===== config.mk =====
export PLATFORM = sky130hd
export DESIGN_NAME = codon_adaptation_index
export DESIGN_NICKNAME = d
export VERILOG_FILES = /design/src/hdl/cai_pkg.sv /design/src/hdl/codon_adaptation_index.sv /design/src/hdl/cai_table.sv /design/src/hdl/cai_unit.sv
export SDC_FILE = /design/constraint.sdc
export NUM_CORES = 2
export LEC_CHECK = 0
export BUFFER_PORTS_ARGS = -buffer_cell sky130_fd_sc_hd__buf_4
export CORE_MARGIN = 2
export CORE_UTILIZATION = 45
export CTS_BUF_LIST = sky130_fd_sc_hd__clkbuf_4
export CTS_CLUSTER_SIZE = 40
export DETAILED_ROUTE_END_ITERATION = 10
export PLACE_DENSITY_LB_ADDON = 0.3
export SYNTH_ARGS = -nofsm -noshare
export SYNTH_HDL_FRONTEND = slang
export SYNTH_SLANG_ARGS = --single-unit

===== constraint.sdc =====
create_clock -name clk_i -period 12.04 [get_ports clk_i]
set_input_delay 1.204 -clock clk_i [delete_from_list [all_inputs] [get_ports clk_i]]
set_output_delay 1.204 -clock clk_i [all_outputs]
set_load 0.05 [all_outputs]

===== src/hdl/cai_pkg.sv =====
package cai_pkg;

  localparam int FREQ_BITS  = 24;
  localparam int COUNT_BITS = 20;
  localparam int FRAC_BITS  = 16;

  localparam int CODON_BITS  = 6;
  localparam int CODON_SLOTS = 1 << CODON_BITS;
  localparam int ACID_BITS   = 5;
  localparam int NUM_ACIDS   = 21;
  localparam logic [ACID_BITS-1:0] NO_ACID = ACID_BITS'(NUM_ACIDS);

  // running sum magnitude, saturates at 2^(SUM_BITS-1)
  localparam int SUM_BITS  = 42;
  localparam int POS_BITS  = $clog2(FREQ_BITS);
  localparam int LOG_BITS  = POS_BITS + FRAC_BITS;
  localparam int STEP_BITS = $clog2(SUM_BITS + 1);

  localparam int Q_BITS    = 30;
  localparam int LN2_BITS  = 32;
  localparam int PROD_BITS = Q_BITS + LN2_BITS;
  localparam int OUT_BITS  = 22;

  localparam logic [LN2_BITS-1:0]  LN2_Q32  = 32'd2977044472;
  localparam logic [PROD_BITS-1:0] RND_HALF = PROD_BITS'(1) << (LN2_BITS - 1);
  localparam logic [Q_BITS-1:0]    OUT_MAG  = Q_BITS'(1) << (OUT_BITS - 1);
  localparam logic [SUM_BITS-1:0]  SUM_MAX  = SUM_BITS'(1) << (SUM_BITS - 1);

  typedef enum logic [1:0] {
    OP_LOAD  = 2'd0,
    OP_SCORE = 2'd1,
    OP_CLEAR = 2'd2,
    OP_END   = 2'd3
  } cai_op_e;

  typedef enum logic [1:0] {
    ERR_NONE   = 2'd0,
    ERR_EMPTY  = 2'd1,
    ERR_NOACID = 2'd2,
    ERR_ZERO   = 2'd3
  } cai_err_e;

  typedef enum logic [1:0] {
    UOP_HOLD = 2'd0,
    UOP_LOAD = 2'd1,
    UOP_NORM = 2'd2,
    UOP_DIV  = 2'd3
  } cai_uop_e;

  typedef struct packed {
    cai_op_e                opcode;
    logic [CODON_BITS-1:0]  codon_index;
    logic [ACID_BITS-1:0]   acid_index;
    logic [FREQ_BITS-1:0]   frequency;
    logic                   last_codon;
  } cai_req_t;

  typedef struct packed {
    logic signed [OUT_BITS-1:0] log_index;
    logic [COUNT_BITS-1:0]      codon_count;
    cai_err_e                   error_code;
  } cai_res_t;

  typedef struct packed {
    logic load;
    logic clear;
    logic read;
  } cai_tbl_ctl_t;

  typedef struct packed {
    cai_uop_e op;
  } cai_unit_cmd_t;

endpackage


===== src/hdl/codon_adaptation_index.sv =====
// Codon adaptation index scorer, log-mean form. A request with opcode load
// writes one codon entry (frequency and acid; an acid above 20 is ignored),
// clear empties the table, score adds log2(freq) - log2(max of its acid) to
// the running sum, and end closes a sequence without scoring. When
// last_codon is set on score or end, one result follows: the mean natural
// log weight in signed Q5.16, the codon count and a sticky error code.
// Requests are taken when start_i is high and busy_o is low. The result is
// shown for exactly one cycle with done_o high; the receiver cannot stall
// it, so it must capture the result in that cycle. Load, clear and an end
// without last_codon leave busy_o low. A score keeps busy_o high while the
// shared shift/subtract unit normalizes one bit per cycle for each Mitchell
// log, first the 24-bit frequency and then the acid maximum, each until its
// leading one is found; a codon that cannot be scored, or any codon after an
// error, leaves the lookup without normalizing. Closing a sequence runs
// one setup step, 42 one-bit divide steps of the sum by the count in the
// same unit, one multiply by ln2 and one rounding step; a close with an
// error reports straight from the setup step.
// No clearing pass after reset.
module codon_adaptation_index (
  input  logic              clk_i,
  input  logic              rst_ni,
  input  logic              start_i,
  output logic              busy_o,
  input  cai_pkg::cai_req_t req_i,
  output logic              done_o,
  output cai_pkg::cai_res_t res_o
);
  import cai_pkg::*;

  localparam logic [2:0] S_IDLE  = 3'd0;
  localparam logic [2:0] S_LOOK  = 3'd1;
  localparam logic [2:0] S_NORMF = 3'd2;
  localparam logic [2:0] S_NORMM = 3'd3;
  localparam logic [2:0] S_CLOSE = 3'd4;
  localparam logic [2:0] S_DIV   = 3'd5;
  localparam logic [2:0] S_MUL   = 3'd6;
  localparam logic [2:0] S_RND   = 3'd7;

  logic [2:0]            state_q, state_d;
  logic [COUNT_BITS-1:0] count_q, count_d;
  logic [SUM_BITS-1:0]   mag_q, mag_d;      // magnitude of the (negative) log sum
  cai_err_e              err_q, err_d;
  logic                  last_q, last_d;
  logic                  done_q, done_d;
  cai_res_t              res_q, res_d;
  logic [FREQ_BITS-1:0]  maxv_q, maxv_d;
  logic [LOG_BITS-1:0]   logf_q, logf_d;
  logic [POS_BITS-1:0]   pos_q, pos_d;
  logic [STEP_BITS-1:0]  step_q, step_d;
  logic [PROD_BITS-1:0]  prod_q, prod_d;

  cai_tbl_ctl_t          tctl;
  cai_unit_cmd_t         ucmd;
  logic [SUM_BITS-1:0]   uload;
  logic [SUM_BITS-1:0]   sh;
  logic [ACID_BITS-1:0]  rd_acid;
  logic [FREQ_BITS-1:0]  rd_freq;
  logic [FREQ_BITS-1:0]  rd_max;

  logic                             accept;
  logic [2:0]                       after_score;
  logic [FREQ_BITS+FRAC_BITS-2:0]   frac_ext;
  logic [LOG_BITS-1:0]              log_now;
  logic                             norm_done;
  logic [LOG_BITS:0]                term;
  logic [LOG_BITS-1:0]              term_mag;
  logic [SUM_BITS:0]                sum_ext;
  logic [SUM_BITS-1:0]              sum_sat;
  cai_err_e                         err_fin;
  logic [Q_BITS-1:0]                q_cap;
  logic [PROD_BITS-1:0]             rnd;
  logic [Q_BITS-1:0]                r_full;
  logic [OUT_BITS-1:0]              r_cl;

  cai_table u_table (
    .clk_i     (clk_i),
    .rst_ni    (rst_ni),
    .ctl_i     (tctl),
    .codon_i   (req_i.codon_index),
    .acid_i    (req_i.acid_index),
    .freq_i    (req_i.frequency),
    .rd_acid_o (rd_acid),
    .rd_freq_o (rd_freq),
    .rd_max_o  (rd_max)
  );

  cai_unit u_unit (
    .clk_i  (clk_i),
    .cmd_i  (ucmd),
    .load_i (uload),
    .div_i  (count_q),
    .sh_o   (sh)
  );

  assign accept      = start_i && (state_q == S_IDLE);
  assign after_score = last_q ? S_CLOSE : S_IDLE;

  // Mitchell log: leading-one position, then the bits below it, zero padded
  assign frac_ext  = {sh[SUM_BITS-2 -: FREQ_BITS-1], {FRAC_BITS{1'b0}}};
  assign log_now   = {pos_q, frac_ext[FREQ_BITS+FRAC_BITS-2 -: FRAC_BITS]};
  assign norm_done = sh[SUM_BITS-1] || (pos_q == '0);

  // term = log(max) - log(freq), the magnitude of the codon's log weight; a negative term is clamped to zero
  assign term     = {1'b0, log_now} - {1'b0, logf_q};
  assign term_mag = term[LOG_BITS] ? '0 : term[LOG_BITS-1:0];
  assign sum_ext  = {1'b0, mag_q} + (SUM_BITS+1)'(term_mag);
  assign sum_sat  = (sum_ext > {1'b0, SUM_MAX}) ? SUM_MAX : sum_ext[SUM_BITS-1:0];

  assign err_fin = ((err_q == ERR_NONE) && (count_q == '0)) ? ERR_EMPTY : err_q;

  // quotient capped to Q_BITS, times ln2 in Q.32, rounded half up
  assign q_cap  = (|sh[SUM_BITS-1:Q_BITS]) ? '1 : sh[Q_BITS-1:0];
  assign rnd    = prod_q + RND_HALF;
  assign r_full = rnd[PROD_BITS-1:LN2_BITS];
  assign r_cl   = (r_full > OUT_MAG) ? OUT_MAG[OUT_BITS-1:0] : r_full[OUT_BITS-1:0];

  always_comb begin
    state_d = state_q;
    count_d = count_q;
    mag_d   = mag_q;
    err_d   = err_q;
    last_d  = last_q;
    done_d  = 1'b0;
    res_d   = res_q;
    maxv_d  = maxv_q;
    logf_d  = logf_q;
    pos_d   = pos_q;
    step_d  = step_q;
    prod_d  = prod_q;
    tctl    = '0;
    ucmd.op = UOP_HOLD;
    uload   = '0;

    case (state_q)
      S_IDLE: begin
        if (accept) begin
          case (req_i.opcode)
            OP_LOAD:  tctl.load  = 1'b1;
            OP_CLEAR: tctl.clear = 1'b1;
            OP_SCORE: begin
              tctl.read = 1'b1;
              last_d    = req_i.last_codon;
              state_d   = S_LOOK;
            end
            OP_END: begin
              if (req_i.last_codon) begin
                state_d = S_CLOSE;
              end
            end
            default: state_d = S_IDLE;
          endcase
        end
      end

      // table entry is in; count the codon and check for errors
      S_LOOK: begin
        if (count_q != '1) begin
          count_d = count_q + COUNT_BITS'(1);
        end
        if (rd_acid >= NO_ACID) begin
          if (err_q == ERR_NONE) err_d = ERR_NOACID;
          state_d = after_score;
        end else if ((rd_freq == '0) || (rd_max == '0)) begin
          if (err_q == ERR_NONE) err_d = ERR_ZERO;
          state_d = after_score;
        end else if (err_q != ERR_NONE) begin
          state_d = after_score;
        end else begin
          ucmd.op = UOP_LOAD;
          uload   = {rd_freq, {(SUM_BITS-FREQ_BITS){1'b0}}};
          maxv_d  = rd_max;
          pos_d   = POS_BITS'(FREQ_BITS - 1);
          state_d = S_NORMF;
        end
      end

      S_NORMF: begin
        if (norm_done) begin
          logf_d  = log_now;
          ucmd.op = UOP_LOAD;
          uload   = {maxv_q, {(SUM_BITS-FREQ_BITS){1'b0}}};
          pos_d   = POS_BITS'(FREQ_BITS - 1);
          state_d = S_NORMM;
        end else begin
          ucmd.op = UOP_NORM;
          pos_d   = pos_q - POS_BITS'(1);
        end
      end

      S_NORMM: begin
        if (norm_done) begin
          mag_d   = sum_sat;
          state_d = after_score;
        end else begin
          ucmd.op = UOP_NORM;
          pos_d   = pos_q - POS_BITS'(1);
        end
      end

      S_CLOSE: begin
        if (err_fin != ERR_NONE) begin
          done_d  = 1'b1;
          res_d   = '{log_index: '0, codon_count: count_q, error_code: err_fin};
          mag_d   = '0;
          count_d = '0;
          err_d   = ERR_NONE;
          state_d = S_IDLE;
        end else begin
          ucmd.op = UOP_LOAD;
          uload   = mag_q;
          step_d  = STEP_BITS'(SUM_BITS);
          state_d = S_DIV;
        end
      end

      S_DIV: begin
        ucmd.op = UOP_DIV;
        step_d  = step_q - STEP_BITS'(1);
        if (step_q == STEP_BITS'(1)) begin
          state_d = S_MUL;
        end
      end

      S_MUL: begin
        prod_d  = PROD_BITS'(q_cap) * PROD_BITS'(LN2_Q32);
        state_d = S_RND;
      end

      S_RND: begin
        done_d  = 1'b1;
        res_d   = '{log_index: $signed(OUT_BITS'(0) - r_cl),
                    codon_count: count_q, error_code: ERR_NONE};
        mag_d   = '0;
        count_d = '0;
        err_d   = ERR_NONE;
        state_d = S_IDLE;
      end

      default: state_d = S_IDLE;
    endcase
  end

  always_ff @(posedge clk_i or negedge rst_ni) begin
    if (!rst_ni) begin
      state_q <= S_IDLE;
      count_q <= '0;
      mag_q   <= '0;
      err_q   <= ERR_NONE;
      last_q  <= 1'b0;
      done_q  <= 1'b0;
      pos_q   <= '0;
      step_q  <= '0;
    end else begin
      state_q <= state_d;
      count_q <= count_d;
      mag_q   <= mag_d;
      err_q   <= err_d;
      last_q  <= last_d;
      done_q  <= done_d;
      pos_q   <= pos_d;
      step_q  <= step_d;
    end
  end

  always_ff @(posedge clk_i) begin
    res_q  <= res_d;
    maxv_q <= maxv_d;
    logf_q <= logf_d;
    prod_q <= prod_d;
  end

  assign busy_o = (state_q != S_IDLE);
  assign done_o = done_q;
  assign res_o  = res_q;

endmodule


===== src/hdl/cai_table.sv =====
module cai_table (
  input  logic                          clk_i,
  input  logic                          rst_ni,
  input  cai_pkg::cai_tbl_ctl_t         ctl_i,
  input  logic [cai_pkg::CODON_BITS-1:0] codon_i,
  input  logic [cai_pkg::ACID_BITS-1:0]  acid_i,
  input  logic [cai_pkg::FREQ_BITS-1:0]  freq_i,
  output logic [cai_pkg::ACID_BITS-1:0]  rd_acid_o,
  output logic [cai_pkg::FREQ_BITS-1:0]  rd_freq_o,
  output logic [cai_pkg::FREQ_BITS-1:0]  rd_max_o
);
  import cai_pkg::*;

  typedef struct packed {
    logic [ACID_BITS-1:0] acid;
    logic [FREQ_BITS-1:0] freq;
  } entry_t;

  entry_t                  mem_q [CODON_SLOTS];
  entry_t                  rd_q;
  logic                    rd_valid_q;
  logic [CODON_SLOTS-1:0]  valid_q;
  logic [FREQ_BITS-1:0]    max_q [NUM_ACIDS];
  logic                    load_ok;

  assign load_ok = ctl_i.load && (acid_i < NO_ACID);

  always_ff @(posedge clk_i) begin
    if (load_ok) begin
      mem_q[codon_i] <= '{acid: acid_i, freq: freq_i};
    end
    if (ctl_i.read) begin
      rd_q <= mem_q[codon_i];
    end
  end

  // valid bits stand in for the cleared table contents
  always_ff @(posedge clk_i or negedge rst_ni) begin
    if (!rst_ni) begin
      valid_q    <= '0;
      rd_valid_q <= 1'b0;
    end else begin
      if (ctl_i.clear) begin
        valid_q <= '0;
      end else if (load_ok) begin
        valid_q[codon_i] <= 1'b1;
      end
      if (ctl_i.read) begin
        rd_valid_q <= valid_q[codon_i];
      end
    end
  end

  // per-acid maximum only grows until a clear
  always_ff @(posedge clk_i or negedge rst_ni) begin
    if (!rst_ni) begin
      for (int i = 0; i < NUM_ACIDS; i++) begin
        max_q[i] <= '0;
      end
    end else if (ctl_i.clear) begin
      for (int i = 0; i < NUM_ACIDS; i++) begin
        max_q[i] <= '0;
      end
    end else if (load_ok && (freq_i > max_q[acid_i])) begin
      max_q[acid_i] <= freq_i;
    end
  end

  assign rd_acid_o = rd_valid_q ? rd_q.acid : NO_ACID;
  assign rd_freq_o = rd_valid_q ? rd_q.freq : '0;
  assign rd_max_o  = (rd_acid_o < NO_ACID) ? max_q[rd_acid_o] : '0;

endmodule


===== src/hdl/cai_unit.sv =====
module cai_unit (
  input  logic                           clk_i,
  input  cai_pkg::cai_unit_cmd_t         cmd_i,
  input  logic [cai_pkg::SUM_BITS-1:0]   load_i,
  input  logic [cai_pkg::COUNT_BITS-1:0] div_i,
  output logic [cai_pkg::SUM_BITS-1:0]   sh_o
);
  import cai_pkg::*;

  logic [SUM_BITS-1:0]   sh_q, sh_d;
  logic [COUNT_BITS-1:0] rem_q, rem_d;
  logic [COUNT_BITS:0]   shifted;
  logic [COUNT_BITS+1:0] trial;
  logic                  ge;

  // restoring divide step: partial remainder takes the next dividend bit
  assign shifted = {rem_q, sh_q[SUM_BITS-1]};
  assign trial   = {1'b0, shifted} - {2'b00, div_i};
  assign ge      = !trial[COUNT_BITS+1];

  always_comb begin
    sh_d  = sh_q;
    rem_d = rem_q;
    case (cmd_i.op)
      UOP_LOAD: begin
        sh_d  = load_i;
        rem_d = '0;
      end
      UOP_NORM: begin
        sh_d = {sh_q[SUM_BITS-2:0], 1'b0};
      end
      UOP_DIV: begin
        sh_d  = {sh_q[SUM_BITS-2:0], ge};
        rem_d = ge ? trial[COUNT_BITS-1:0] : shifted[COUNT_BITS-1:0];
      end
      default: begin
        sh_d  = sh_q;
        rem_d = rem_q;
      end
    endcase
  end

  always_ff @(posedge clk_i) begin
    sh_q  <= sh_d;
    rem_q <= rem_d;
  end

  assign sh_o = sh_q;

endmodule


==> results.cfg <==
[placement]
placed_cells = 12952
hpwl_um = 246000
routabilityCongestion = 0.949
placed_area_um2 = 133000
portBuffers = 86

[power_and_ir_drop]
irDropWorstVdd_mv = 0.150
p_clk_frac = 0.326
p_int_uw = 16700
p_leak_uw = 0.0522
seq_power_share = 0.450
switching_power_uw = 7580
p_sw_frac = 0.313
powerDensity_nw_per_um2 = 171
p_comb_frac = 0.224

[cells_and_area]
area_growth_pct = 11.5
final_cell_area_um2 = 142000
fin_cells = 14184
nets = 10695
utilization = 0.504
drive_gt1_frac = 0.173

[setup_path]
reg2regPathDepth = 24
arrival_ps = 11030
rrSetupSlack_ps = 2220
crit-reg2reg-launch = u_unit.sh_o[30]
startpoint_type = flop
crit_type = flop to flop
cp-end-kind = flop
cp.required_ps = 13250
crit_fanout = 28
r2r-end = prod_q[60]

[yosys]
synth_edf_count = 2067
ys_warn_count = 0
synth-simple-area-share = 0.0695
syn_area_um2 = 127000
synth_cell_type_count = 82
ys.flop_type = edfxtp_1
synth-adder-area-share = 0.0896
synth_cells = 9504
synth-xor-area-share = 0.0133
synth.area.mux_share = 0.0413
async_reset_ff_frac = 0.239
synthesis.nets = 10288
synth-compound-area-share = 0.139
synth_top_family_by_area = compound AO/OA/AOI/OAI gates
yosysSeqAreaShare = 0.615
syn_area_per_cell_um2 = 13.4
synth_seq_cells = 2716

[min_path]
hold_end = u_table.max_q[148]
min_delay_path_depth = 3
hold_start = req_i[5]
hold_path.class = input pin to flop

[clock_tree]
cts.sinks = 2716
clock-root-buffer = clkbuf_4
clockBufferDepth = 4
postCtsSetupBuffers = 0
path_clk_slew_ps = 80
cts_tree = built
cts_buffers = 687
htreeDepth = 6
clock_latency_ps = 1590

[route]
vias_per_cell = 6.35
wl_per_cell_um = 29.4
dr.pass1.iters = 8
wl_um = 417000
drc = 0
num_vias = 90008
drt_iter0_markers = 12575
ant_nets = 0

[grt]
grt_usage = 0.284
grt_max_degree = 193
grt_remaining_overflow = 0
antenna_found_initial = 29
grt_pass1_wl_um = 602000
grt_pass1_vias = 89407

[floorplan]
core_um2 = 282000
die_area_um2 = 287000
core.rowCount = 195
die_y_um = 536
die_w_um = 536
start_util = 0.452
io_pins = 87

[timing]
slew_headroom = 0.0901
maxSlewViolCount = 0
finClkSkew_ps = 193
period_share = 0.815
fin_setup_tns_ps = 0
hold_viol = 0
fmax_ghz = 0.102
period_minus_slack_ps = 9820
tightest_slew_ps = 1360
grt_setup_unrepaired = no
setup_viol = 0

[job]
maxCapViolations = 0

[status]
outcome = finished, final reports clean
-- final cells by class --
class                      instances  area, um2
fill                           24124     140000
sequential                      2716      78300
multi-input combinational       5706      45700
timing repair buffer             337       2810
tap                             3743       4680
antenna                           18       45.0
clock buffer                    1032       7750
inverter                         463       1740
clock inverter                   169       1060
-- kinds of logic (layout without fill, tap and decap cells) --
group                      count (synthesis)  in the layout
muxes                                    301            301
AOI/OAI and AO/OA                       2576           2576
xor gates and xnor gates                 193            193
DFF                                     2716           2716
adders and majority gates                744            744
other                                      0             18
buffers and inverters                   1082           2001
and+or+nand+nor                         1892           1892
-- through the flow --
stage,setup WS [ps],hold slack (ps),power (uW)
floorplan,3680,423,14600
global placement,2240,473,16300
detailed placement,2180,480,16400
CTS,2200,11.6,24300
global route,1820,41.0,25400
finish,2220,105,24300
-- cell usage in the layout, fill, tap and decap left out, types with 41 or more instances in the layout --
master and n:
ha_1 461, buf_4 303, o21a_1 87, a221oi_1 183, nor4_1 41, o22ai_1 49, edfxtp_1 2067, xnor2_1 139
nand4_1 114, a21oi_1 425, dfrtp_1 649, mux2i_1 74, and3_1 74, fa_1 282, nand3_1 330, nand2_1 694
mux2_2 52, inv_1 461, o21ai_0 381, a22oi_1 678, nor3_1 48, a31oi_1 201, mux4_2 175, a22o_1 201
nor2_1 295, nor2_4 66, clkbuf_4 1032, xor2_1 54, clkinv_1 110, a21o_1 103, nor2b_1 41
-- Yosys cell counts (31+ instances only) --
master | count | area (um2)
dfrtp_1 | 649 | 16200
o21ai_0 | 381 | 1910
nor2b_1 | 42 | 263
a22oi_1 | 678 | 5090
clkbuf_1 | 487 | 1830
nand2_1 | 694 | 2610
xor2_1 | 54 | 473
nand4_1 | 114 | 713
buf_1 | 96 | 360
and3_1 | 78 | 488
a21o_1 | 103 | 773
nor4_1 | 52 | 325
nor3_1 | 55 | 275
a31oi_1 | 203 | 1270
nand3_1 | 332 | 1660
a21oi_1 | 425 | 2130
a22o_1 | 201 | 1760
o22ai_1 | 49 | 307
edfxtp_1 | 2067 | 62100
a211oi_1 | 31 | 233
a221oi_1 | 183 | 1600
o21a_1 | 87 | 653
fa_1 | 282 | 5650
ha_1 | 461 | 5770
mux4_2 | 175 | 3940
mux2_2 | 52 | 586
mux2i_1 | 74 | 741
inv_1 | 461 | 1730
nand2b_1 | 37 | 231
o31ai_1 | 39 | 293
xnor2_1 | 139 | 1220
nor2_1 | 363 | 1360
-- routing by layer --
metal	track usage	part of all wire
met3	0.0695	0.12
met4	0.123	0.046
met2	0.439	0.45
met5	0	0.00022
met1	0.381	0.38
-- critical path: stages (launching register included) --
cell	delay, ps
edfxtp_1	470
nor4_1	490
nand3_1	230
buf_4	290
nor2_1	710
inv_1	480
fa_1	770
fa_1	500
fa_1	510
fa_1	550
fa_1	450
fa_1	570
fa_1	440
fa_1	480
ha_1	330
and3_1	210
nand4_1	110
a221o_1	270
a31oi_1	230
o21ai_0	240
a211oi_1	560
o21ai_0	240
nand3b_1	180
a311oi_1	130
xnor2_1	150
-- worst max-delay path by stage --
stage | start | to | slack [ps] | cells past startpoint
CTS | u_unit.sh_o[30] | prod_q[60] | 2200 | 24
global placement | u_unit.sh_o[36] | prod_q[60] | 2240 | 24
detailed placement | u_unit.sh_o[30] | prod_q[60] | 2180 | 24
finish | u_unit.sh_o[30] | prod_q[60] | 2220 | 24
floorplan | u_unit.sh_o[32] | prod_q[45] | 3680 | 27
global route | u_unit.sh_o[30] | prod_q[60] | 1820 | 24
-- flip-flops by register name (all words and copies together) (netlist names), 29 cells and up --
register,flops
u_table.max_q,504
u_unit.sh_o,42
u_table.mem_q,1856
mag_q,42
res_o,44
u_table.valid_q,64
u_table.rd_q,29
prod_q,31
-- power groups by stage --
stage                     Sequential (uW)  Clock, uW  Combinational [uW]
after global placement              11100          0                5240
after global routing                10900       8510                5940
final                               10900       7910                5440
after CTS                           10900       8010                5360
after floorplan                     11000          0                3620
after detailed placement            11100          0                5320
-- what timing repair did --
| action | 4_1_cts | 5_1_grt |
|---|---|---|
| hold buffers | 13 | 0 |
| hold endpoints to repair | 143 | 0 |
| resized for setup | 0 | 0 |
Power figures use the tool's default switching activity.
